**config.mk**
```make
export PLATFORM = sky130hd
export DESIGN_NAME = mst_ctrl
export DESIGN_NICKNAME = d
export VERILOG_FILES = /design/src/rtl/core/mst_pkg.sv /design/src/rtl/core/mst_ctrl.sv
export SDC_FILE = /design/constraint.sdc
export NUM_CORES = 1
export LEC_CHECK = 0
export BUFFER_PORTS_ARGS = -buffer_cell sky130_fd_sc_hd__buf_2
export CAP_MARGIN = 30
export CORE_AREA = 5 5 42 44
export CTS_CLUSTER_DIAMETER = 120
export DETAILED_ROUTE_END_ITERATION = 7
export DIE_AREA = 0 0 47 49
export PLACE_DENSITY_LB_ADDON = 0.1
export SETUP_SLACK_MARGIN = 0.15
export SLEW_MARGIN = 0
export SYNTH_ARGS = -nofsm -noshare
export SYNTH_HDL_FRONTEND = slang
export SYNTH_SLANG_ARGS = --single-unit
```
**constraint.sdc**
```tcl
create_clock -name clk -period 1.1 [get_ports clk]
set_input_delay 0.055 -clock clk [delete_from_list [all_inputs] [get_ports clk]]
set_output_delay 0.055 -clock clk [all_outputs]
set_load 0.01 [all_outputs]
```
**src/rtl/core/mst_pkg.sv**
```systemverilog
// Shared types, codes and constants of the metric slot table.
`timescale 1ns / 1ps

package mst_pkg;

  localparam int KIND_W   = 3;
  localparam int SLOT_W   = 8;
  localparam int TYPE_W   = 2;
  localparam int DATA_W   = 64;
  localparam int STATUS_W = 3;
  // Width used to compare slot numbers against counts of any legal table size.
  localparam int EXT_W    = 16;

  // Command codes.
  localparam logic [KIND_W-1:0] K_REGISTER   = 3'd0;
  localparam logic [KIND_W-1:0] K_FINALIZE   = 3'd1;
  localparam logic [KIND_W-1:0] K_INCREMENT  = 3'd2;
  localparam logic [KIND_W-1:0] K_SET_GAUGE  = 3'd3;
  localparam logic [KIND_W-1:0] K_RECORD     = 3'd4;
  localparam logic [KIND_W-1:0] K_READ       = 3'd5;
  localparam logic [KIND_W-1:0] K_RESET_HIST = 3'd6;

  // Result status codes.
  localparam logic [STATUS_W-1:0] ST_DONE    = 3'd0;
  localparam logic [STATUS_W-1:0] ST_IGNORED = 3'd1;
  localparam logic [STATUS_W-1:0] ST_FULL    = 3'd2;
  localparam logic [STATUS_W-1:0] ST_CLOSED  = 3'd3;
  localparam logic [STATUS_W-1:0] ST_UNREG   = 3'd4;

  // Metric types.
  localparam logic [TYPE_W-1:0] TY_NONE    = 2'd0;
  localparam logic [TYPE_W-1:0] TY_COUNTER = 2'd1;
  localparam logic [TYPE_W-1:0] TY_GAUGE   = 2'd2;
  localparam logic [TYPE_W-1:0] TY_HIST    = 2'd3;

  localparam logic [DATA_W-1:0] ALL_ONES = '1;

  // One slot of the table as it is stored in memory.
  typedef struct packed {
    logic [TYPE_W-1:0] mtype;
    logic [DATA_W-1:0] value;
    logic [DATA_W-1:0] sum;
    logic [DATA_W-1:0] count;
    logic [DATA_W-1:0] min_v;
    logic [DATA_W-1:0] max_v;
  } mst_entry_t;

  localparam mst_entry_t RESET_ENTRY = '{
    mtype: TY_NONE, value: '0, sum: '0, count: '0, min_v: ALL_ONES, max_v: '0
  };

  // One result transaction.
  typedef struct packed {
    logic [STATUS_W-1:0] status;
    logic [SLOT_W-1:0]   slot;
    logic [TYPE_W-1:0]   mtype;
    logic [DATA_W-1:0]   value;
    logic [DATA_W-1:0]   sum;
    logic [DATA_W-1:0]   count;
    logic [DATA_W-1:0]   min_v;
    logic [DATA_W-1:0]   max_v;
  } mst_res_t;

  // Commands from the controller to the datapath.
  typedef struct packed {
    logic accept;       // capture the input transaction and read its slot
    logic walk_rd;      // read the slot under the walk pointer
    logic walk_wr;      // clear that slot if it is a histogram, advance
    logic clear;        // write the reset entry during the power-up pass
    logic finish;       // execute the captured command, produce the result
    logic to_out;       // with finish: result goes to the output register
    logic pend_to_out;  // move the parked result to the output register
  } mst_cmd_t;

  // Status from the datapath to the controller.
  typedef struct packed {
    logic in_walk;      // offered command is reset-histograms on a non-empty table
    logic walk_last;    // walk pointer is at the last registered slot
    logic clear_last;   // clearing pass is at the last entry
  } mst_sts_t;

  function automatic mst_entry_t clear_hist(input mst_entry_t e);
    mst_entry_t r;
    r       = e;
    r.sum   = '0;
    r.count = '0;
    r.min_v = ALL_ONES;
    r.max_v = '0;
    return r;
  endfunction

endpackage

```
**src/rtl/core/mst_ctrl.sv**
```systemverilog
// Controller state machine of the metric slot table.
`timescale 1ns / 1ps

module mst_ctrl
  import mst_pkg::*;
(
  input  logic     clk,
  input  logic     rst_n,
  input  logic     in_tvalid,
  output logic     in_tready,
  output logic     out_tvalid,
  input  logic     out_tready,
  input  mst_sts_t sts,
  output mst_cmd_t cmd
);

  typedef enum logic [2:0] {
    S_CLR,
    S_IDLE,
    S_WRD,
    S_WWR,
    S_MOD,
    S_HOLD
  } state_t;

  state_t state_r, state_nxt;
  logic   out_valid_r, out_valid_nxt;
  logic   out_free;
  logic   out_load;

  assign out_free = !out_valid_r || out_tready;

  always_comb begin
    cmd       = '0;
    state_nxt = state_r;
    out_load  = 1'b0;
    unique case (state_r)
      S_CLR: begin
        cmd.clear = 1'b1;
        if (sts.clear_last) begin
          state_nxt = S_IDLE;
        end
      end
      S_IDLE: begin
        if (in_tvalid) begin
          cmd.accept = 1'b1;
          state_nxt  = sts.in_walk ? S_WRD : S_MOD;
        end
      end
      S_WRD: begin
        cmd.walk_rd = 1'b1;
        state_nxt   = S_WWR;
      end
      S_WWR: begin
        cmd.walk_wr = 1'b1;
        state_nxt   = sts.walk_last ? S_MOD : S_WRD;
      end
      S_MOD: begin
        cmd.finish = 1'b1;
        cmd.to_out = out_free;
        out_load   = out_free;
        state_nxt  = out_free ? S_IDLE : S_HOLD;
      end
      S_HOLD: begin
        if (out_free) begin
          cmd.pend_to_out = 1'b1;
          out_load        = 1'b1;
          state_nxt       = S_IDLE;
        end
      end
      default: state_nxt = S_CLR;
    endcase
  end

  always_comb begin
    out_valid_nxt = out_valid_r;
    if (out_load) begin
      out_valid_nxt = 1'b1;
    end else if (out_tready) begin
      out_valid_nxt = 1'b0;
    end
  end

  always_ff @(posedge clk) begin
    if (!rst_n) begin
      state_r     <= S_CLR;
      out_valid_r <= 1'b0;
    end else begin
      state_r     <= state_nxt;
      out_valid_r <= out_valid_nxt;
    end
  end

  assign in_tready  = (state_r == S_IDLE);
  assign out_tvalid = out_valid_r;

`ifndef ASSERT_OFF
  // A waiting result is never overwritten.
  a_no_overwrite: assert property (@(posedge clk) disable iff (!rst_n)
    (out_valid_r && !out_tready) |-> !(cmd.finish && cmd.to_out) && !cmd.pend_to_out)
    else $error("result register overwritten while stalled");

  // Only one datapath operation is commanded per cycle.
  a_one_cmd: assert property (@(posedge clk) disable iff (!rst_n)
    $onehot0({cmd.accept, cmd.walk_rd, cmd.walk_wr, cmd.clear, cmd.finish, cmd.pend_to_out}))
    else $error("conflicting datapath commands");

  // A finished command that could not be delivered is delivered later from the park.
  a_park: assert property (@(posedge clk) disable iff (!rst_n)
    (cmd.finish && !cmd.to_out) |=> (state_r == S_HOLD))
    else $error("parked result lost");
`endif

endmodule

```
==> results.py, run 1 <==
metrics = {
    "run_status": {
        "status": "finished clean",
    },
    "layout": {
        "area_delta_synth_final_pct": 90.5,
        "nets": 69,
        "nFillCells": 155,
        "diodes": 0,
        "drive_above_1_share_pct": 67.2,
    },
    "timing": {
        "final_hold_viol_count": 0,
        "timing.slew.headroom_pct": 81.1,
        "max_freq_mhz": 918,
        "fin_worst_skew_ns": 0.00349,
        "tightest_slew_ns": 0.281,
        "setup_viol_count_final": 0,
        "rsz0062_at_grt": "true",
        "finalCritPeriodShare_pct": 99.0,
        "final.min_clock_period_ns": 1.09,
        "drv_slew": 0,
        "layout_setup_ws_ns": 0.0108,
    },
    "synth": {
        "synthTopCellsByArea": "dfxtp_1, nand2b_1, a221oi_2",
        "ys_ff_latch": 4,
        "yosys.cell_types.count": 22,
        "netlist_instances": 35,
        "avgSynthCellArea_um2": 7.94,
        "seq_area_frac_synth_pct": 28.8,
        "synth_nets": 42,
        "yosysWarnings": 0,
        "syn-cell-area_um2": 278,
        "synth_top_area_share_pct": 28.8,
        "yosysTopAreaCell": "dfxtp_1",
    },
    "clock_tree": {
        "numCtsBuffers": 3,
        "cts_tree": "yes",
        "htreeDepth": 1,
        "cts_buffer_depth": 2,
        "clkLatencyLatePin_ns": 0.24,
        "clk_pin_slew_ns": 0.04,
        "cts_sinks": 4,
        "hold_buffers": 0,
        "cts-root-buf": "clkbuf_4",
    },
    "routing": {
        "vias": 351,
        "drt_iter0_markers": 10,
        "viasPerCell": 4.56,
        "wl_um": 960,
        "ant_nets": 0,
        "drc": 0,
        "detail_route.first_pass.iterations": 4,
        "avgRoutedWirePerCell_um": 12.5,
    },
    "hold_path": {
        "worstHoldPathCells": 2,
        "min_to": "state_r[0]",
        "hold_class": "input pin to flip-flop",
        "hold_start": "rst_n",
    },
    "worst_setup_path": {
        "crit_fanout": 7,
        "worstPathArrival_ns": 1.03,
        "path_class": "flip-flop to primary output",
        "cp-start-kind": "flip-flop",
        "required_ns": 1.04,
        "rr_worst_depth": 4,
        "reg2reg_slack_ns": 0.02,
        "regToRegStartpoint": "state_r[1]",
        "r2r_end": "state_r[2]",
        "cp-end-kind": "primary output",
    },
    "floorplan": {
        "die_w_um": 47,
        "die_y_um": 49,
        "die_area_um2": 2300,
        "rows": 14,
        "start_util_pct": 19.8,
        "num_io_pins": 16,
        "core_area_um2": 1400,
    },
    "power_and_ir_drop": {
        "cell_internal_pwr_uw": 385,
        "clkPwrFrac_pct": 38.8,
        "p_total_uw": 541,
        "switching_power_uw": 155,
        "combPwrFrac_pct": 30.7,
        "p_leak_nw": 0.248,
        "vdd_ir_drop_max_mv": 0.500,
        "power_density_nw_per_um2": 1020,
        "seq_power_share_pct": 30.5,
        "power_switching_share_pct": 28.7,
    },
    "placed_design": {
        "place_congestion": 0.772,
        "pre_cts_ws_ns": 0.0447,
        "hpwlAfterDp_um": 658,
        "port_buffers": 15,
    },
    "global_routing": {
        "use_met3_pct": 4.06,
        "grt.overflow.total": 0,
        "grt_use_met1_pct": 9.67,
        "top_usage_layer": "met2",
        "grt_pass1_vias": 364,
        "grt_pass1_wl_um": 1550,
        "met2_usage_pct": 15.4,
        "grt.total_usage_pct": 9.51,
        "antenna_found_initial": 0,
        "grt_max_degree": 8,
    },
    "job": {
        "drv_cap": 0,
    },
}
[how the worst max path moves through the flow]
| stage | startpoint | endpoint | cells past startpoint | slack, ns |
|---|---|---|---|---|
| after floorplan | state_r[2] | state_r[2] | 3 | 0.14 |
| after global placement | state_r[1] | state_r[2] | 3 | 0.06 |
| after detailed placement | state_r[1] | state_r[2] | 3 | 0.04 |
| after CTS | state_r[1] | cmd[1] | 3 | -0.00006 |
| after global routing | state_r[1] | cmd[1] | 3 | -0.05 |
| final | state_r[0] | cmd[0] | 3 | 0.01 |
[cell usage after synthesis, drive strengths merged]
| cell | number |
|---|---|
| and3 | 2 |
| a21boi | 1 |
| o22a | 1 |
| nand2 | 3 |
| and4bb | 1 |
| a221oi | 1 |
| o21ai | 1 |
| and2 | 1 |
| nor2 | 3 |
| o21a | 1 |
| a31oi | 1 |
| buf | 2 |
| nor3 | 1 |
| nand3 | 1 |
| a21oi | 2 |
| inv | 1 |
| nor3b | 1 |
| dfxtp | 4 |
| nand2b | 5 |
| and4b | 1 |
| nand3b | 1 |
[registers in the layout (all words and copies together) (netlist names)]
register	cells
out_tvalid	1
state_r	3
[power by group through the flow]
stage               clock network [mW]  logic, mW  registers [mW]
floorplan                            0     0.0757           0.164
global placement                     0      0.116           0.169
detailed placement                   0      0.115           0.169
CTS                              0.217      0.147           0.165
global route                     0.224      0.181           0.166
finish                           0.210      0.166           0.165
[cell usage in the layout, fill, tap and decap left out]
cell / count
dfxtp_4: 2
nand2_1: 3
o21a_1: 1
a21oi_1: 1
and4bb_2: 1
and4b_2: 1
clkbuf_4: 3
buf_6: 5
buf_4: 6
a31oi_1: 1
inv_1: 1
nand3b_1: 1
a21oi_2: 1
o22a_1: 1
nor2_1: 2
dfxtp_2: 2
and2_4: 1
nor3_1: 1
nand2b_4: 3
buf_2: 13
a221oi_2: 1
o21ai_0: 1
clkbuf_1: 1
a21boi_0: 1
nand2b_1: 2
nor3b_2: 1
nand3_1: 1
nor2_4: 1
and3_1: 2
[kinds of logic after synthesis]
| logic type | synth area share [%] |
|---|---|
| simple gates | 44.6 |
| flops | 28.8 |
| compound gates | 21.6 |
| buf+inv | 4.95 |
[area by class of cell]
type	instances	area [µm²]	area share [%]
repair buffers	24	166	31.4
well taps	16	20.0	3.78
inverters	1	3.75	0.709
flip-flops and latches	4	90.1	17.0
multi-input cells	28	223	42.1
clock buffers	4	26.3	4.96
[critical path: stages, from the launching register on]
cell     delay [ns]
dfxtp_2        0.35
buf_6          0.13
and4b_2        0.22
buf_6          0.10
[layer usage]
metal  vias up  routed length, µm
li1        179                  -
met1       159                388
met2        13                488
met3         0                 82
met4         0                  0
met5         -                  0
[per-stage QoR]
step	hold slack [ns]	setup TNS (ns)	std cells	area, µm²	utilization [%]
finish	0.0742	0	77	529	37.8
global placement	0.331	0	66	404	28.8
CTS	0.0631	-0.0000614	75	502	35.8
detailed placement	0.319	0	66	404	28.8
global route	0.0962	-0.189	77	529	37.8
floorplan	0.173	0	35	313	-
[what timing repair did]
action	CTS	global route
buffers inserted	5	2
setup endpoints to repair	10	11
resized for setup	8	3
pin swaps	7	3
Note: power is estimated with default switching activity, not from simulation.
==> run 2, diff against run 1 <==
BUFFER_PORTS_ARGS = default   (was -buffer_cell sky130_fd_sc_hd__buf_2)
CTS_BUF_LIST = sky130_fd_sc_hd__clkbuf_8   (was default)
DONT_BUFFER_PORTS = 1   (was default)
==> run 2 against run 1 <==
  * Register-to-register slack hardly changed
  * Non-clock buffer count is 13 lower
  * Die area stayed put
  * Combinational power is 9.6% lower
  * Total power is 20% higher
  * Sequential share of layout area is 1.3 points higher
  * Design area is 4.3% lower
  * Hold slack worse by 0.035 ns
  * Final cell count is 17% lower
  * Largest cell class unchanged
==> results.py, run 2 (synthesis gave the netlist of run 1 again) <==
metrics = {
    "timing": {
        "fin_worst_skew_ns": 0.00318,
        "setup_viol_count_final": 0,
        "final.min_clock_period_ns": 1.09,
        "tightest_slew_ns": 0.246,
        "finalCritPeriodShare_pct": 99.2,
        "max_freq_mhz": 916,
        "timing.slew.headroom_pct": 83.5,
        "final_hold_viol_count": 0,
        "rsz0062_at_grt": "true",
        "hold_ws_ns": 0.0393,
        "drv_slew": 0,
    },
    "worst_setup_path": {
        "rr_worst_depth": 4,
        "worstPathArrival_ns": 1.04,
        "path_delay_family": "flip-flops",
        "slowest_stage": "dfxtp_4",
        "path_class": "flip-flop to primary output",
        "regToRegStartpoint": "state_r[1]",
        "reg2reg_slack_ns": 0.03,
        "max_stage_delay_ns": 0.35,
        "crit_buf_inv": 1,
        "cp-end-kind": "primary output",
        "r2r_end": "state_r[2]",
        "crit_fanout": 5,
        "required_ns": 1.04,
        "cp-start-kind": "flip-flop",
        "crit_chain": "buf_4 -> nor2_4 -> and3_4",
    },
    "routing": {
        "drc": 0,
        "ant_nets": 0,
        "vias": 307,
        "avgRoutedWirePerCell_um": 14.3,
        "detail_route.first_pass.iterations": 4,
        "drt_iter0_markers": 4,
        "viasPerCell": 4.80,
        "wl_um": 917,
    },
    "global_routing": {
        "met2_usage_pct": 11.5,
        "grt_pass1_vias": 306,
        "grt.overflow.total": 0,
        "grt.total_usage_pct": 8.66,
        "use_met3_pct": 2.58,
        "top_usage_layer": "met2",
        "grt_use_met1_pct": 10.3,
        "grt_max_degree": 9,
        "grt_pass1_wl_um": 1390,
        "antenna_found_initial": 0,
    },
    "hold_path": {
        "hold_class": "input pin to flip-flop",
        "min_to": "state_r[2]",
        "hold_start": "sts[2]",
        "worstHoldPathCells": 2,
    },
    "placed_design": {
        "place_congestion": 0.666,
        "hpwlAfterDp_um": 635,
        "port_buffers": 0,
    },
    "layout": {
        "mostFrequentLayoutCell": "buf_4",
        "drive_above_1_share_pct": 64.6,
        "area_delta_synth_final_pct": 82.4,
        "diodes": 0,
        "nets": 56,
        "regMostFlops": "state_r",
        "finish.utilization_pct": 36.2,
        "largest_reg_flops": 3,
        "final_cell_mix": "buf_4, nand2b_4, nand2_1, clkbuf_8, dfxtp_4",
    },
    "job": {
        "drv_cap": 0,
    },
    "clock_tree": {
        "cts_buffer_depth": 2,
        "cts_tree": "yes",
        "clk_pin_slew_ns": 0.04,
        "clkLatencyLatePin_ns": 0.22,
        "numCtsBuffers": 3,
        "cts-root-buf": "clkbuf_8",
        "cts_sinks": 4,
        "htreeDepth": 1,
    },
    "floorplan": {
        "die_area_um2": 2300,
        "num_io_pins": 16,
        "core_area_um2": 1400,
        "die_w_um": 47,
        "die_y_um": 49,
        "start_util_pct": 19.8,
        "rows": 14,
    },
    "run_status": {
        "status": "finished clean",
    },
    "power_and_ir_drop": {
        "vdd_ir_drop_max_mv": 0.447,
        "power_density_nw_per_um2": 1280,
        "p_leak_nw": 0.197,
    },
}
[run 2: cell types whose count changed in the layout (fill, tap and decap cells not counted), sizes merged]
cell         change
dlygate4sd3      +1
buf             -14
clkbuf           -1
inv              +1
[run 2: timing repair]
action                                  4_1_cts  5_1_grt
endpoints found under the setup margin       10       11
resized for setup                            12        4
hold buffers                                  1        0
pin swaps                                     2        7
endpoints found under the hold margin         3        0
cloned                                        0        0
buffers inserted                              3        5
[run 2: final cells by class]
type | count | area [µm²]
clock inverters | 1 | 3.75
flip-flops and latches | 4 | 92.6
fillers | 151 | 895
repair buffers | 11 | 100
inverters | 1 | 3.75
clock buffers | 3 | 41.3
multi-input cells | 28 | 245
well taps | 16 | 20.0
[run 2: per-stage QoR]
stage,total power [mW],std cells,setup slack (ns),instance area (µm²),TNS [ns]
after global placement,0.254,51,0.0525,329,0
after floorplan,0.240,35,0.141,313,0
final,0.646,64,0.00879,507,0
after CTS,0.619,59,0.00739,450,0
after global routing,0.689,64,-0.0447,507,-0.110
after detailed placement,0.254,51,0.0270,329,0
[run 2: how the worst max path moves through the flow]
stage,startpoint,end,cells past startpoint
floorplan,state_r[2],state_r[2],3
global placement,state_r[1],state_r[2],3
detailed placement,state_r[1],state_r[2],3
CTS,state_r[1],cmd[1],3
global route,state_r[1],cmd[1],3
finish,state_r[1],cmd[6],3
[run 2: routing by layer]
layer / vias to the layer above / part of all wire [%] / wire, µm
met5: - / 0 / 0
met4: 0 / 2.4 / 22
met3: 3 / 12 / 113
met2: 16 / 47 / 429
met1: 136 / 38 / 352
li1: 152 / - / -
[run 2: power breakdown]
| group | internal [mW] | switching (mW) | total, mW |
|---|---|---|---|
| clock network | 0.239 | 0.0897 | 0.329 |
| logic | 0.0857 | 0.0642 | 0.150 |
| registers | 0.152 | 0.0154 | 0.168 |
==> run 3, diff against run 2 <==
BUFFER_PORTS_ARGS = -buffer_cell sky130_fd_sc_hd__buf_2   (was default)
DONT_BUFFER_PORTS = default   (was 1)
clock period = 1.2 ns   (was 1.1 ns; I/O delays follow)
==> run 3 against run 2 <==
  * Wire length is 8.8% lower
  * Count of clock-buffer cells in the layout stayed put
  * Critical path depth stayed put
  * Critical endpoint is now cmd[0]
  * Non-clock buffer count is 8 higher
  * Design area is 3.7% lower
  * Hold slack better by 0.073 ns
  * Clock power is 14% lower
  * Sequential share of layout area is 0.066 points lower
  * Largest cell class unchanged
  * Total power is 14% lower
  * First-iteration DRC count is 130% higher
  * Die area stayed put
  * Global-route usage is 0.36 points lower
  * Largest power group unchanged
==> results.py, run 3 (synthesis gave the netlist of run 1 again) <==
metrics = {
    "worst_setup_path": {
        "worstPathArrival_ns": 1.03,
        "crit_chain": "buf_6 -> and4b_2 -> buf_6",
        "slowest_stage": "dfxtp_2",
        "crit_fanout": 7,
        "reg2reg_slack_ns": 0.13,
        "cp-end-kind": "primary output",
        "required_ns": 1.14,
        "path_common_cell": "buf_6",
        "max_stage_delay_ns": 0.33,
        "path_class": "flip-flop to primary output",
        "cp-start-kind": "flip-flop",
    },
    "floorplan": {
        "core_area_um2": 1400,
        "die_area_um2": 2300,
        "die_w_um": 47,
        "rows": 14,
        "start_util_pct": 19.8,
        "die_y_um": 49,
        "num_io_pins": 16,
    },
    "routing": {
        "vias": 322,
        "viasPerCell": 4.54,
        "wl_um": 836,
        "ant_nets": 0,
        "drt_iter0_markers": 9,
        "drc": 0,
        "avgRoutedWirePerCell_um": 11.8,
        "detail_route.first_pass.iterations": 3,
    },
    "power_and_ir_drop": {
        "vdd_ir_drop_max_mv": 0.489,
        "p_total_uw": 553,
        "power_density_nw_per_um2": 1130,
        "p_leak_nw": 0.218,
    },
    "timing": {
        "finalCritPeriodShare_pct": 91.1,
        "timing.slew.headroom_pct": 84.2,
        "final_hold_viol_count": 0,
        "rsz0062_at_grt": "true",
        "tightest_slew_ns": 0.235,
        "setup_viol_count_final": 0,
        "fin_worst_skew_ns": 0.00305,
        "tns_ns": 0,
        "max_freq_mhz": 915,
        "final.min_clock_period_ns": 1.09,
        "drv_slew": 0,
    },
    "placed_design": {
        "port_buffers": 15,
        "numPlacedInstances": 67,
        "hpwlAfterDp_um": 611,
        "place_congestion": 0.700,
    },
    "global_routing": {
        "grt_pass1_wl_um": 1350,
        "grt_pass1_vias": 306,
        "antenna_found_initial": 0,
        "grt_max_degree": 9,
        "grt.total_usage_pct": 8.30,
        "grt.overflow.total": 0,
    },
    "layout": {
        "layoutNonFillerInstCount": 71,
        "final_cell_mix": "buf_2, nand2b_1, nand2_1, clkbuf_8, buf_6",
        "drive_above_1_share_pct": 61.8,
        "mostFrequentLayoutCell": "buf_2",
        "nets": 64,
        "regMostFlops": "state_r",
        "largest_reg_flops": 3,
        "area_delta_synth_final_pct": 75.7,
        "diodes": 0,
    },
    "clock_tree": {
        "cts_tree": "yes",
        "numCtsBuffers": 3,
        "cts-root-buf": "clkbuf_8",
        "htreeDepth": 1,
        "hold_buffers": 0,
        "cts_sinks": 4,
        "clkLatencyLatePin_ns": 0.22,
        "clk_pin_slew_ns": 0.03,
        "cts_buffer_depth": 2,
    },
    "run_status": {
        "status": "finished clean",
    },
    "job": {
        "drv_cap": 0,
    },
    "hold_path": {
        "hold_class": "input pin to flip-flop",
    },
}
run 3: final timing paths:
kind                            cells after the start       start    endpoint
worst max-delay path                                3  state_r[0]      cmd[0]
worst min-delay path                                2       rst_n  state_r[0]
worst max register to register                      3  state_r[1]  state_r[2]
worst min register to register                      2  out_tvalid  out_tvalid
run 3: worst max-delay path, delay by kind of cell (launching register included):
kind | cells | cell delay [ns]
buffers and inverters | 2 | 0.25
DFF | 1 | 0.33
and+or+nand+nor | 1 | 0.24
run 3: timing repair:
item | CTS | global route
endpoints found under the setup margin | 9 | 10
pin swaps | 0 | 4
cloned | 1 | 0
setup buffers | 0 | 0
resized for setup | 12 | 3
run 3: area by class of cell:
class	instances	area, µm²
repair buffers	19	116
flip-flops and latches	4	88.8
clock buffers	3	41.3
well taps	16	20.0
multi-input cells	28	218
fillers	162	913
inverters	1	3.75
run 3: where the power goes:
part           switching [mW]  leakage, nW  internal (mW)  total [mW]
clock                  0.0693       0.0216          0.214       0.283
combinational          0.0566        0.162         0.0611       0.118
sequential             0.0127       0.0344          0.140       0.153
run 3: per-stage QoR:
| stage | cell area [µm²] | util (%) | worst slack (ns) | hold slack (ns) |
|---|---|---|---|---|
| 2_1_floorplan | 278 | - | 0.154 | 0.178 |
| 3_3_place_gp | 385 | 27.5 | 0.0424 | 0.347 |
| 3_5_place_dp | 385 | 27.5 | 0.0497 | 0.334 |
| 4_1_cts | 472 | 33.7 | 0.108 | 0.115 |
| 5_1_grt | 488 | 34.8 | 0.0564 | 0.133 |
| 6_report | 488 | 34.8 | 0.107 | 0.112 |
run 3: layer usage:
metal | part of all wire (%) | track usage (%) | routed length (µm)
met5 | 0 | 0 | 0
met4 | 0 | 4.15 | 0
met3 | 8.6 | 4.80 | 72
met2 | 47 | 11.5 | 394
met1 | 44 | 9.85 | 368
